--- config.mk ---
export PLATFORM = sky130hd
export DESIGN_NAME = keyboard_mouse_byte_parser_unit
export DESIGN_NICKNAME = d
export VERILOG_FILES = /design/src/hdl/kmbp_pkg.sv /design/src/hdl/kmbp_queue.sv /design/src/hdl/kmbp_front.sv /design/src/hdl/kmbp_back.sv /design/src/hdl/keyboard_mouse_byte_parser_unit.sv
export SDC_FILE = /design/constraint.sdc
export NUM_CORES = 1
export LEC_CHECK = 0
export BUFFER_PORTS_ARGS = -buffer_cell sky130_fd_sc_hd__buf_2
export CAP_MARGIN = 20
export CELL_PAD_IN_SITES_DETAIL_PLACEMENT = 1
export CELL_PAD_IN_SITES_GLOBAL_PLACEMENT = 1
export CORE_MARGIN = 5
export CORE_UTILIZATION = 45
export DETAILED_ROUTE_END_ITERATION = 8
export PLACE_DENSITY_LB_ADDON = 0.1
export SYNTH_ARGS = -nofsm -noshare
export SYNTH_HDL_FRONTEND = slang
export SYNTH_SLANG_ARGS = --single-unit
--- constraint.sdc ---
create_clock -name clock -period 8.2 [get_ports clock]
set_clock_uncertainty 0.1 [all_clocks]
set_input_delay 1.23 -clock clock [delete_from_list [all_inputs] [get_ports clock]]
set_output_delay 1.23 -clock clock [all_outputs]
set_load 0.005 [all_outputs]
--- src/hdl/kmbp_pkg.sv ---
// Package for the keyboard and mouse byte parser.
// Holds the parse phase, command and event codes, the item and result types
// and the group shift table. No dependencies.
package kmbp_pkg;

   // queue between front and back, and the result queue
   localparam int QUEUE_DEPTH_DEFAULT = 2;

   // geometry of the link payload and of a mouse move
   localparam int GROUP_BITS      = 7;
   localparam int KEY_COUNT       = 128;
   localparam int GROUPS_PER_AXIS = 5;
   localparam int GROUPS_TOTAL    = 10;
   localparam int MOVE_WIDTH      = 32;

   // command codes carried in the low bits of a command byte
   localparam logic [GROUP_BITS-1:0] CMD_CODE_PRESS   = 7'h00;
   localparam logic [GROUP_BITS-1:0] CMD_CODE_RELEASE = 7'h01;
   localparam logic [GROUP_BITS-1:0] CMD_CODE_BUTTONS = 7'h02;
   localparam logic [GROUP_BITS-1:0] CMD_CODE_MOVE    = 7'h03;

   typedef enum logic [2:0] {
      PH_IDLE    = 3'd0,
      PH_PRESS   = 3'd1,
      PH_RELEASE = 3'd2,
      PH_BUTTONS = 3'd3,
      PH_MOVE    = 3'd4
   } phase_type;

   typedef enum logic [2:0] {
      EV_PRESS     = 3'd0,
      EV_RELEASE   = 3'd1,
      EV_BUTTONS   = 3'd2,
      EV_MOVE      = 3'd3,
      EV_VIOLATION = 3'd4,
      EV_UNKNOWN   = 3'd5
   } event_type;

   typedef enum logic [2:0] {
      CMD_PRESS   = 3'd0,
      CMD_RELEASE = 3'd1,
      CMD_BUTTONS = 3'd2,
      CMD_MOVE    = 3'd3,
      CMD_UNKNOWN = 3'd4
   } cmd_type;

   // classified byte as it travels from front to back
   typedef struct packed {
      logic                  is_cmd;
      cmd_type               cmd;
      logic [GROUP_BITS-1:0] payload;
   } item_type;

   // one result item
   typedef struct packed {
      event_type                    event_kind;
      logic [GROUP_BITS-1:0]        key_code;
      logic [GROUP_BITS-1:0]        button_bits;
      logic signed [MOVE_WIDTH-1:0] move_dx;
      logic signed [MOVE_WIDTH-1:0] move_dy;
   } rsp_type;

   // bit position of a 7-bit group within its axis
   function automatic logic [4:0] group_shift(input logic [2:0] lane);
      logic [4:0] shift;
      unique case (lane)
         3'd0:    shift = 5'd0;
         3'd1:    shift = 5'd7;
         3'd2:    shift = 5'd14;
         3'd3:    shift = 5'd21;
         3'd4:    shift = 5'd28;
         default: shift = 5'd0;
      endcase
      return shift;
   endfunction

endpackage

--- src/hdl/kmbp_queue.sv ---
// Small first-in first-out queue with show-ahead output.
// Generic register storage; used between front and back and for results.
// No package dependencies.
module kmbp_queue #(
   parameter int WIDTH = 8,
   parameter int DEPTH = 2
) (
   input  logic             clock,
   input  logic             reset,
   input  logic             push,
   input  logic [WIDTH-1:0] data_in,
   output logic             full,
   output logic             empty,
   input  logic             pop,
   output logic [WIDTH-1:0] data_out
);
   localparam int PtrWidth   = (DEPTH > 1) ? $clog2(DEPTH) : 1;
   localparam int CountWidth = $clog2(DEPTH + 1);

   logic [WIDTH-1:0]      store_ff [DEPTH];
   logic [PtrWidth-1:0]   wr_ptr_ff, wr_ptr_in;
   logic [PtrWidth-1:0]   rd_ptr_ff, rd_ptr_in;
   logic [CountWidth-1:0] count_ff, count_in;
   logic                  do_push, do_pop;

   assign full     = (count_ff == CountWidth'(DEPTH));
   assign empty    = (count_ff == '0);
   assign do_push  = push && !full;
   assign do_pop   = pop && !empty;
   assign data_out = store_ff[rd_ptr_ff];

   // pointer wrap and occupancy
   always_comb begin
      wr_ptr_in = wr_ptr_ff;
      rd_ptr_in = rd_ptr_ff;
      count_in  = count_ff;
      if (do_push) begin
         wr_ptr_in = (wr_ptr_ff == PtrWidth'(DEPTH - 1)) ? '0 : wr_ptr_ff + 1'b1;
      end
      if (do_pop) begin
         rd_ptr_in = (rd_ptr_ff == PtrWidth'(DEPTH - 1)) ? '0 : rd_ptr_ff + 1'b1;
      end
      if (do_push && !do_pop) begin
         count_in = count_ff + 1'b1;
      end else if (do_pop && !do_push) begin
         count_in = count_ff - 1'b1;
      end
   end

   always_ff @(posedge clock) begin
      if (reset) begin
         wr_ptr_ff <= '0;
         rd_ptr_ff <= '0;
         count_ff  <= '0;
      end else begin
         wr_ptr_ff <= wr_ptr_in;
         rd_ptr_ff <= rd_ptr_in;
         count_ff  <= count_in;
      end
   end

   // storage, no reset
   always_ff @(posedge clock) begin
      if (do_push) begin
         store_ff[wr_ptr_ff] <= data_in;
      end
   end

   a_count_bound: assert property (@(posedge clock) disable iff (reset)
      count_ff <= CountWidth'(DEPTH))
      else $error("queue occupancy beyond depth");

   a_push_grows: assert property (@(posedge clock) disable iff (reset)
      (do_push && !do_pop) |=> (count_ff == $past(count_ff) + 1'b1))
      else $error("queue push lost");

   a_pop_shrinks: assert property (@(posedge clock) disable iff (reset)
      (do_pop && !do_push) |=> (count_ff == $past(count_ff) - 1'b1))
      else $error("queue pop lost");

endmodule

--- src/hdl/kmbp_front.sv ---
// Front end: accepts received bytes, classifies them as data or command and
// queues them for the back end. Depends on kmbp_pkg and kmbp_queue.
module kmbp_front #(
   parameter int QUEUE_DEPTH = kmbp_pkg::QUEUE_DEPTH_DEFAULT
) (
   input  logic               clock,
   input  logic               reset,
   input  logic               req_push,
   output logic               req_full,
   input  logic [7:0]         req_rx_byte,
   output logic               item_empty,
   input  logic               item_pop,
   output kmbp_pkg::item_type item
);
   import kmbp_pkg::*;

   item_type cls_item;
   logic [$bits(item_type)-1:0] queue_out;

   // decode the command code from every byte; the back end uses it only for commands
   always_comb begin
      cls_item.is_cmd  = req_rx_byte[7];
      cls_item.payload = req_rx_byte[GROUP_BITS-1:0];
      unique case (req_rx_byte[GROUP_BITS-1:0])
         CMD_CODE_PRESS:   cls_item.cmd = CMD_PRESS;
         CMD_CODE_RELEASE: cls_item.cmd = CMD_RELEASE;
         CMD_CODE_BUTTONS: cls_item.cmd = CMD_BUTTONS;
         CMD_CODE_MOVE:    cls_item.cmd = CMD_MOVE;
         default:          cls_item.cmd = CMD_UNKNOWN;
      endcase
   end

   kmbp_queue #(
      .WIDTH ($bits(item_type)),
      .DEPTH (QUEUE_DEPTH)
   ) u_item_queue (
      .clock    (clock),
      .reset    (reset),
      .push     (req_push),
      .data_in  (cls_item),
      .full     (req_full),
      .empty    (item_empty),
      .pop      (item_pop),
      .data_out (queue_out)
   );

   assign item = item_type'(queue_out);

endmodule

--- src/hdl/kmbp_back.sv ---
// Back end: parse state machine, key table, button state and move
// accumulators; results go to a result queue. Depends on kmbp_pkg, kmbp_queue.
module kmbp_back #(
   parameter int QUEUE_DEPTH = kmbp_pkg::QUEUE_DEPTH_DEFAULT
) (
   input  logic               clock,
   input  logic               reset,
   input  logic               item_empty,
   output logic               item_pop,
   input  kmbp_pkg::item_type item,
   output logic               rsp_empty,
   input  logic               rsp_pop,
   output kmbp_pkg::rsp_type  rsp
);
   import kmbp_pkg::*;

   phase_type             phase_ff, phase_in;
   logic [3:0]            group_count_ff, group_count_in;
   logic [MOVE_WIDTH-1:0] dx_accum_ff, dx_accum_in;
   logic [MOVE_WIDTH-1:0] dy_accum_ff, dy_accum_in;
   logic [KEY_COUNT-1:0]  key_down_ff, key_down_in;
   logic [GROUP_BITS-1:0] buttons_ff, buttons_in;

   logic                  take;
   logic                  out_full;
   logic                  out_valid;
   rsp_type               out_rsp;
   logic [4:0]            group_inc;
   logic                  move_done;
   logic [2:0]            lane;
   logic [MOVE_WIDTH-1:0] group_val;
   logic [$bits(rsp_type)-1:0] queue_out;

   assign take     = !item_empty && !out_full;
   assign item_pop = take;

   // placement of the incoming 7-bit move group
   assign group_inc = {1'b0, group_count_ff} + 5'd1;
   assign move_done = (group_inc >= 5'(GROUPS_TOTAL));
   assign lane      = (group_count_ff < 4'(GROUPS_PER_AXIS))
                      ? group_count_ff[2:0]
                      : 3'(group_count_ff - 4'(GROUPS_PER_AXIS));
   assign group_val = MOVE_WIDTH'(item.payload) << group_shift(lane);

   // next parse phase
   always_comb begin
      phase_in = phase_ff;
      if (take) begin
         unique case (phase_ff)
            PH_PRESS, PH_RELEASE, PH_BUTTONS: phase_in = PH_IDLE;
            PH_MOVE: begin
               phase_in = (item.is_cmd || move_done) ? PH_IDLE : PH_MOVE;
            end
            default: begin
               phase_in = PH_IDLE;
               if (item.is_cmd) begin
                  unique case (item.cmd)
                     CMD_PRESS:   phase_in = PH_PRESS;
                     CMD_RELEASE: phase_in = PH_RELEASE;
                     CMD_BUTTONS: phase_in = PH_BUTTONS;
                     CMD_MOVE:    phase_in = PH_MOVE;
                     default:     phase_in = PH_IDLE;
                  endcase
               end
            end
         endcase
      end
   end

   // state updates: key table, buttons, move accumulators
   always_comb begin
      group_count_in = group_count_ff;
      dx_accum_in    = dx_accum_ff;
      dy_accum_in    = dy_accum_ff;
      key_down_in    = key_down_ff;
      buttons_in     = buttons_ff;
      if (take) begin
         unique case (phase_ff)
            PH_PRESS: begin
               if (!item.is_cmd) key_down_in[item.payload] = 1'b1;
            end
            PH_RELEASE: begin
               if (!item.is_cmd) key_down_in[item.payload] = 1'b0;
            end
            PH_BUTTONS: begin
               if (!item.is_cmd) buttons_in = item.payload;
            end
            PH_MOVE: begin
               if (!item.is_cmd) begin
                  if (group_count_ff < 4'(GROUPS_PER_AXIS)) begin
                     dx_accum_in = dx_accum_ff | group_val;
                  end else if (group_count_ff < 4'(GROUPS_TOTAL)) begin
                     dy_accum_in = dy_accum_ff | group_val;
                  end
                  group_count_in = group_inc[3:0];
               end
            end
            default: begin
               if (item.is_cmd && item.cmd == CMD_MOVE) begin
                  group_count_in = '0;
                  dx_accum_in    = '0;
                  dy_accum_in    = '0;
               end
            end
         endcase
      end
   end

   // result item for this step
   always_comb begin
      out_valid           = 1'b0;
      out_rsp             = '0;
      out_rsp.event_kind  = EV_PRESS;
      out_rsp.button_bits = buttons_in;
      if (take) begin
         unique case (phase_ff)
            PH_PRESS, PH_RELEASE, PH_BUTTONS, PH_MOVE: begin
               if (item.is_cmd) begin
                  out_valid          = 1'b1;
                  out_rsp.event_kind = EV_VIOLATION;
               end else if (phase_ff == PH_PRESS) begin
                  out_valid          = 1'b1;
                  out_rsp.event_kind = EV_PRESS;
                  out_rsp.key_code   = item.payload;
               end else if (phase_ff == PH_RELEASE) begin
                  out_valid          = 1'b1;
                  out_rsp.event_kind = EV_RELEASE;
                  out_rsp.key_code   = item.payload;
               end else if (phase_ff == PH_BUTTONS) begin
                  out_valid          = 1'b1;
                  out_rsp.event_kind = EV_BUTTONS;
               end else if (move_done) begin
                  out_valid          = 1'b1;
                  out_rsp.event_kind = EV_MOVE;
                  out_rsp.move_dx    = dx_accum_in;
                  out_rsp.move_dy    = dy_accum_in;
               end
            end
            default: begin
               if (item.is_cmd && item.cmd == CMD_UNKNOWN) begin
                  out_valid          = 1'b1;
                  out_rsp.event_kind = EV_UNKNOWN;
               end
            end
         endcase
      end
   end

   always_ff @(posedge clock) begin
      if (reset) begin
         phase_ff       <= PH_IDLE;
         group_count_ff <= '0;
         dx_accum_ff    <= '0;
         dy_accum_ff    <= '0;
         key_down_ff    <= '0;
         buttons_ff     <= '0;
      end else begin
         phase_ff       <= phase_in;
         group_count_ff <= group_count_in;
         dx_accum_ff    <= dx_accum_in;
         dy_accum_ff    <= dy_accum_in;
         key_down_ff    <= key_down_in;
         buttons_ff     <= buttons_in;
      end
   end

   kmbp_queue #(
      .WIDTH ($bits(rsp_type)),
      .DEPTH (QUEUE_DEPTH)
   ) u_rsp_queue (
      .clock    (clock),
      .reset    (reset),
      .push     (out_valid),
      .data_in  (out_rsp),
      .full     (out_full),
      .empty    (rsp_empty),
      .pop      (rsp_pop),
      .data_out (queue_out)
   );

   assign rsp = rsp_type'(queue_out);

   a_press_sets_key: assert property (@(posedge clock) disable iff (reset)
      (take && phase_ff == PH_PRESS && !item.is_cmd)
      |=> key_down_ff[$past(item.payload)])
      else $error("key press not recorded");

   a_violation_not_idle: assert property (@(posedge clock) disable iff (reset)
      (out_valid && out_rsp.event_kind == EV_VIOLATION) |-> (phase_ff != PH_IDLE))
      else $error("violation raised while idle");

   a_group_bound: assert property (@(posedge clock) disable iff (reset)
      (phase_ff == PH_MOVE) |-> (group_count_ff < 4'(GROUPS_TOTAL)))
      else $error("move group count overran");

endmodule

--- src/hdl/keyboard_mouse_byte_parser_unit.sv ---
// Top level of the keyboard and mouse byte parser.
// Depends on kmbp_pkg, kmbp_front and kmbp_back.
//
// Usage:
//   Input channel: one received byte per item on req_rx_byte, taken at a
//   rising edge with req_push high and req_full low.
//   Result channel: the oldest result item sits on the rsp_ ports while
//   rsp_empty is low and is taken at a rising edge with rsp_pop high.
//   Each byte gives zero or one result: key press or release, button
//   change, a completed mouse move (after its tenth data byte), a protocol
//   violation or an unknown command.
// Timing:
//   One item per cycle sustained while the result queue has room. A
//   result reaches the rsp_ ports through the front queue, then the
//   parse state machine takes its byte and writes the result queue. It
//   sets the rate: one byte a cycle while the result queue has room.
// Reset:
//   Synchronous reset empties both queues, returns the parser to idle and
//   clears the key table, button state and move accumulators.
// Stalls:
//   If rsp_pop stays low the result queue fills, the parser stops taking
//   bytes, the front queue fills and req_full rises. Nothing is dropped.
module keyboard_mouse_byte_parser_unit #(
   parameter int QUEUE_DEPTH = kmbp_pkg::QUEUE_DEPTH_DEFAULT
) (
   input  logic               clock,
   input  logic               reset,
   input  logic               req_push,
   output logic               req_full,
   input  logic [7:0]         req_rx_byte,
   output logic               rsp_empty,
   input  logic               rsp_pop,
   output logic [2:0]         rsp_event_kind,
   output logic [6:0]         rsp_key_code,
   output logic [6:0]         rsp_button_bits,
   output logic signed [31:0] rsp_move_dx,
   output logic signed [31:0] rsp_move_dy
);
   import kmbp_pkg::*;

   logic     item_empty;
   logic     item_pop;
   item_type item;
   rsp_type  rsp;

   kmbp_front #(
      .QUEUE_DEPTH (QUEUE_DEPTH)
   ) u_front (
      .clock       (clock),
      .reset       (reset),
      .req_push    (req_push),
      .req_full    (req_full),
      .req_rx_byte (req_rx_byte),
      .item_empty  (item_empty),
      .item_pop    (item_pop),
      .item        (item)
   );

   kmbp_back #(
      .QUEUE_DEPTH (QUEUE_DEPTH)
   ) u_back (
      .clock      (clock),
      .reset      (reset),
      .item_empty (item_empty),
      .item_pop   (item_pop),
      .item       (item),
      .rsp_empty  (rsp_empty),
      .rsp_pop    (rsp_pop),
      .rsp        (rsp)
   );

   assign rsp_event_kind  = rsp.event_kind;
   assign rsp_key_code    = rsp.key_code;
   assign rsp_button_bits = rsp.button_bits;
   assign rsp_move_dx     = rsp.move_dx;
   assign rsp_move_dy     = rsp.move_dy;

endmodule
Yosys cells after proc, flatten, opt, wreduce, memory -nomap -nowiden
Memory sizes are Yosys's and may differ from the RTL's. A register that Yosys moved wholly into a read port is not among the register bits.
Cells that the tools add are included.
- RAM bits: 184
- memories: 2
- flip-flop bits (word level): 86
- memories (name ; depth ; width ; read ports ; clocked after Yosys merged registers in ; write ports ; line ; RTL):
    u_back.u_rsp_queue.store_ff ; 2 ; 81 ; 1 ; 1 ; 1 ; kmbp_queue.sv:20 ; logic [WIDTH-1:0] store_ff [DEPTH];
    u_front.u_item_queue.store_ff ; 2 ; 11 ; 1 ; 1 ; 1 ; kmbp_queue.sv:20 ;
- $add $sub $neg: 10
- magnitude comparators: 3
- bitwise gates (word level): 3
- reductions and logical operators: 30
- shifts and indexed selects: 1
- muxes and demuxes: 66
- eq/ne operators: 18
- operators with widths (operator ; number):
    2-to-1 mux 64 bit ; 7
    2-to-1 mux 32 bit ; 9
    case mux 32 bit (2 select lines) ; 2
    OR 32 bit ; 2
    2-to-1 mux 7 bit ; 6
    << shifter 7 x 5 -> 32 bit ; 1
    case mux 3 bit (4 select lines) ; 2
    2-to-1 mux 3 bit ; 7
    2-to-1 mux 1 bit ; 20
    2-to-1 mux 10 bit ; 2
    case mux 5 bit (4 select lines) ; 1
    equality test 3 x 2 -> 1 bit (second input constant) ; 6
    equality test 7 x 2 -> 1 bit (second input constant) ; 2
    2-to-1 mux 2 bit ; 6
    logical AND 1 bit ; 11
    equality test 3 x 1 -> 1 bit (second input constant) ; 3
    equality test 3 bit (second input constant) ; 3
    logical NOT 1 bit ; 8
    2-to-1 mux 4 bit ; 2
    case mux 4 bit (2 select lines) ; 1
    equality test 7 x 1 -> 1 bit (second input constant) ; 1
    logical NOT 7 bit ; 1
    case mux 3 bit (2 select lines) ; 1
    nonzero test 2 bit ; 3
    17 further kinds ; 24

Longest topological paths before layout
- depth in word-level cells: 18
- depth in mapped cells: 12

Modules after synthesis
A second synthesis with hierarchy kept.
- cell total of the unflattened synthesis: 925
- area, all modules: 11913.9 µm²
- by module, submodules not included (module ; instances ; area an instance (µm²) ; cells each):
    kmbp_queue (u_back.u_rsp_queue) ; 1 ; 6059.6 ; 277
    kmbp_back ; 1 ; 4814.6 ; 585
    kmbp_queue (u_front.u_item_queue) ; 1 ; 1007.2 ; 59
    kmbp_front ; 1 ; 32.5 ; 4

Worst setup path before layout
OpenSTA, ideal clock, no wires.
- path kind: register to register
- start point: register u_back.group_count_ff[0]
- end point: memory u_back.u_rsp_queue.store_ff[0][0] in the netlist's numbering, enable pin
- cell stages (with the launch flop): 9
- period minus slack after synthesis: 5876 ps
- data required time: 7579 ps
- library setup time: 521 ps
- arrival time: 5256 ps
- slack: 2324 ps
- buffers on the path: 1
- path through: dfxtp_1 > clkinv_1 > ha_1 > clkbuf_1 > nor3_1 > a31oi_1 > o22ai_1 > a21o_1 > nor2_1
- cells in the longest elaborated chain, start to end: 12
- ends and longest elaborated chain (item ; line ; RTL):
    from (decl) ; kmbp_back.sv:18 ; logic [3:0] group_count_ff, group_count_in;
    from (signal assigned) ; kmbp_back.sv:159 ; group_count_ff <= group_count_in;
    adder 4 x 1 -> 5 bit ; kmbp_back.sv:38 ; assign group_inc = {1'b0, group_count_ff} + 5'd1;
    >= comparator 5 x 4 -> 1 bit ; kmbp_back.sv:39 ; assign move_done = (group_inc >= 5'(GROUPS_TOTAL));
    2-to-1 mux 1 bit ; kmbp_back.sv:132 ; end else if (move_done) begin
    2-to-1 mux 1 bit ; kmbp_back.sv:129 ; end else if (phase_ff == PH_BUTTONS) begin
    2-to-1 mux 1 bit ; kmbp_back.sv:125 ; end else if (phase_ff == PH_RELEASE) begin
    2-to-1 mux 1 bit ; kmbp_back.sv:121 ; end else if (phase_ff == PH_PRESS) begin
    2-to-1 mux 1 bit ; kmbp_back.sv:118 ; if (item.is_cmd) begin
    2-to-1 mux 1 bit ; kmbp_back.sv:116 ; unique case (phase_ff)
    2-to-1 mux 1 bit ; kmbp_back.sv:115 ; if (take) begin
    logical AND 1 bit ; kmbp_queue.sv:28 ; assign do_push = push && !full;
    2-to-1 mux 1 bit ; kmbp_queue.sv:64 ; if (do_push) begin
    2-to-1 mux 1 bit (not written as such) ; kmbp_queue.sv:65 ; store_ff[wr_ptr_ff] <= data_in;
    to (decl) ; kmbp_queue.sv:20 ;
No other way between the ends.

Final worst setup path
- start point: register u_back.group_count_ff[0]
- end point: memory u_back.u_rsp_queue.store_ff[0][58] in the netlist's numbering, enable pin
Same word-level chain as after synthesis.

==> results_dict.tcl <==
set metrics [dict create \
    ir_worst_vdd_uv 188 \
    htree_levels 1 \
    cts_tree "yes" \
    diodes 0 \
    hold_buffers 0 \
    hp-class "reg -> reg" \
    finalCriticalPeriod_ps 4620 \
    multi_input_area_sq_mm 0.00365 \
    nNetsFinal 962 \
    gp_congestion 0.838 \
    syn_nets 879 \
    cts_setup_buffers 0 \
    synth_area_per_cell_sq_um 13.0 \
    cts_resized 0 \
    synth_edf_count 184 \
    grt_pass1_wl_mm 43.4 \
    worstSetupPathType "reg -> reg" \
    route.detailed.drc 0 \
    grt_max_degree 82 \
    tightest_slew_ps 1060 \
    max_freq_mhz 217 \
    slew_viol_final 0 \
    drtPass1Iterations 4 \
    leakagePower_nw 4.44 \
    ant_nets 0 \
    status "finished clean" \
    area_growth_pct 16.7 \
    grt_usage_pct 19.2 \
    crit_fanout 50 \
    first_global_vias 7623 \
    hpwl_mm 18.2 \
    cp-start-kind "flop" \
    rsz0062_at_grt "false" \
    start_util_pct 45.8 \
    synthDistinctLibCells 60 \
    regArea_sq_mm 0.00729 \
    p_per_area_mw_per_mm2 282 \
    drv_cap 0 \
    synthFlopType "edfxtp_1" \
    ys_seq_elements 272 \
    cts_root_buf "clkbuf_16" \
    drtIter0Drc 562 \
    die_w_microns 168 \
    ys_warn_count 0 \
    cts_sinks 272 \
    utilization_pct 53.5 \
    async_reset_ff_share_pct 0 \
    yosysSeqAreaShare_pct 65.2 \
    clk_latency_ps 530 \
    relSlewSlack_pct 29.5 \
    vias_per_cell 5.54 \
    core_sq_mm 0.0244 \
    port_buffers 94 \
    layout_commonest_cell "edfxtp_1" \
    cts.path.max_buffers 3 \
    ios 95 \
    cp.arrival_ps 4680 \
    synthCells 862 \
    cp-end-kind "flop" \
    synth_area_sq_mm 0.0112 \
    n_fill_cell 2491 \
    die-area_sq_mm 0.0281 \
    fin_tns_setup_ps 0 \
    clkTransAtPathRegs_ps 60 \
    vias 7148 \
    final_cell_mix "184 x edfxtp_1, 143 x nor2_1, 94 x buf_2, 88 x mux2_2, 87 x dfxtp_1" \
    wl_mm 27.5 \
    hold_viol 0 \
    setup_viol 0 \
    drive_gt1_share_pct 27.3 \
    rows 57 \
    grt_overflow 0 \
    numCtsBuffers 28 \
    antenna_found_initial 0 \
    routedWlPerCell_microns 21.3 \
    die_h_microns 168 \
    fin_crit_sh_pct 56.3 \
    worst-endpoint-required_ps 8260 \
]
## synthesized netlist by cell type, types with 3 or more instances
| master | count | area (sq um) |
|---|---|---|
| edfxtp_1 | 184 | 5530 |
| nor2_1 | 145 | 544 |
| dfxtp_1 | 88 | 1760 |
| mux2_2 | 88 | 991 |
| clkbuf_1 | 43 | 161 |
| a22oi_1 | 29 | 218 |
| a21oi_1 | 25 | 125 |
| o21ai_0 | 22 | 110 |
| and2_1 | 21 | 131 |
| nand2_1 | 19 | 71.3 |
| mux2i_1 | 18 | 180 |
| a32oi_1 | 17 | 149 |
| inv_1 | 10 | 37.5 |
| xor2_1 | 10 | 87.6 |
| a22o_1 | 9 | 78.8 |
| nor3_1 | 9 | 45.0 |
| a32o_1 | 8 | 80.1 |
| buf_2 | 8 | 40.0 |
| nand3_1 | 8 | 40.0 |
| and3_1 | 6 | 37.5 |
| or3_1 | 6 | 37.5 |
| ha_1 | 5 | 62.6 |
| nand2b_1 | 5 | 31.3 |
| nand3b_1 | 5 | 37.5 |
| o22ai_1 | 5 | 31.3 |
| nor2b_1 | 4 | 25.0 |
| nor3b_1 | 4 | 30.0 |
| nor4_1 | 4 | 25.0 |
| o31ai_1 | 4 | 30.0 |
| or2_2 | 4 | 25.0 |
| xnor2_1 | 4 | 35.0 |
| a211oi_1 | 3 | 22.5 |
| a21o_1 | 3 | 22.5 |
| a31oi_1 | 3 | 18.8 |
| o22a_1 | 3 | 26.3 |
## metrics by stage
stage	power, mW	hold WS [ps]	instance area (sq um)	cells	setup WS (ps)
after floorplan	2.03	334	11200	862	2320
after global placement	2.28	351	12000	1238	3710
after detailed placement	2.30	360	12000	1238	3540
after CTS	3.72	374	13000	1290	3510
after global routing	3.84	388	13000	1291	3290
final	3.68	376	13000	1291	3580
## routing by layer
layer	track usage [%]	wire length, microns	up-vias	share of wire, %
met2	33.2	13700	147	50
met4	3.88	310	0	1.1
met5	0	0	-	0
li1	-	-	3359	-
met3	2.73	1060	21	3.8
met1	26.1	12500	3621	45
## critical path, stage by stage, from the launching register on
cell,delay [ps]
dfxtp_1,680
clkinv_1,390
ha_1,670
nor3_1,100
a31oi_1,180
o22ai_1,200
a21o_1,320
nor2_4,820
buf_4,710
## cells by family after synthesis
kind of cell,after synthesis,synth area share (%)
compound gates,143,9.09
fa+ha+maj,5,0.559
buf+inv,66,2.38
simple gates,256,11.2
xor+xnor,14,1.10
flops,272,65.2
mux,106,10.5
## flip-flops by register name (all words and copies together) (netlist names), named ones only
| name | count |
|---|---|
| u_back.u_rsp_queue.store_ff | 162 |
| u_back.dx_accum_ff | 32 |
| u_back.dy_accum_ff | 32 |
| u_front.u_item_queue.store_ff | 22 |
| u_back.buttons_ff | 7 |
| u_back.group_count_ff | 4 |
| u_back.phase_ff | 3 |
| u_back.u_rsp_queue.count_ff | 2 |
| u_front.u_item_queue.count_ff | 2 |
| u_back.u_rsp_queue.rd_ptr_ff | 1 |
| u_back.u_rsp_queue.wr_ptr_ff | 1 |
| u_front.u_item_queue.rd_ptr_ff | 1 |
| u_front.u_item_queue.wr_ptr_ff | 1 |
## layout make-up
cell class | count | area share (%)
Inverter | 11 | 0.317
Sequential cell | 272 | 55.9
Clock buffer | 41 | 6.72
Clock inverter | 11 | 1.41
Timing Repair Buffer | 108 | 4.57
Tap cell | 324 | 3.11
Multi-Input combinational cell | 524 | 28.0
## path summary, 6_finish.rpt
kind | endpoint | depth (start not counted) | start | slack, ps
worst max-delay path | u_back.u_rsp_queue.store_ff[0][58] | 8 | u_back.group_count_ff[0] | 3580
worst min-delay path | u_back.dy_accum_ff[30] | 1 | u_back.dy_accum_ff[30] | 380
worst max register to register | u_back.u_rsp_queue.store_ff[0][58] | 8 | u_back.group_count_ff[0] | 3580
worst min register to register | u_back.dy_accum_ff[30] | 1 | u_back.dy_accum_ff[30] | 380
## power by group
group          switching, mW  internal (mW)
Clock                  0.510          0.898
Combinational          0.360          0.280
Sequential            0.0483           1.58
Total                  0.918           2.76
Power figures use the tool's default switching activity.
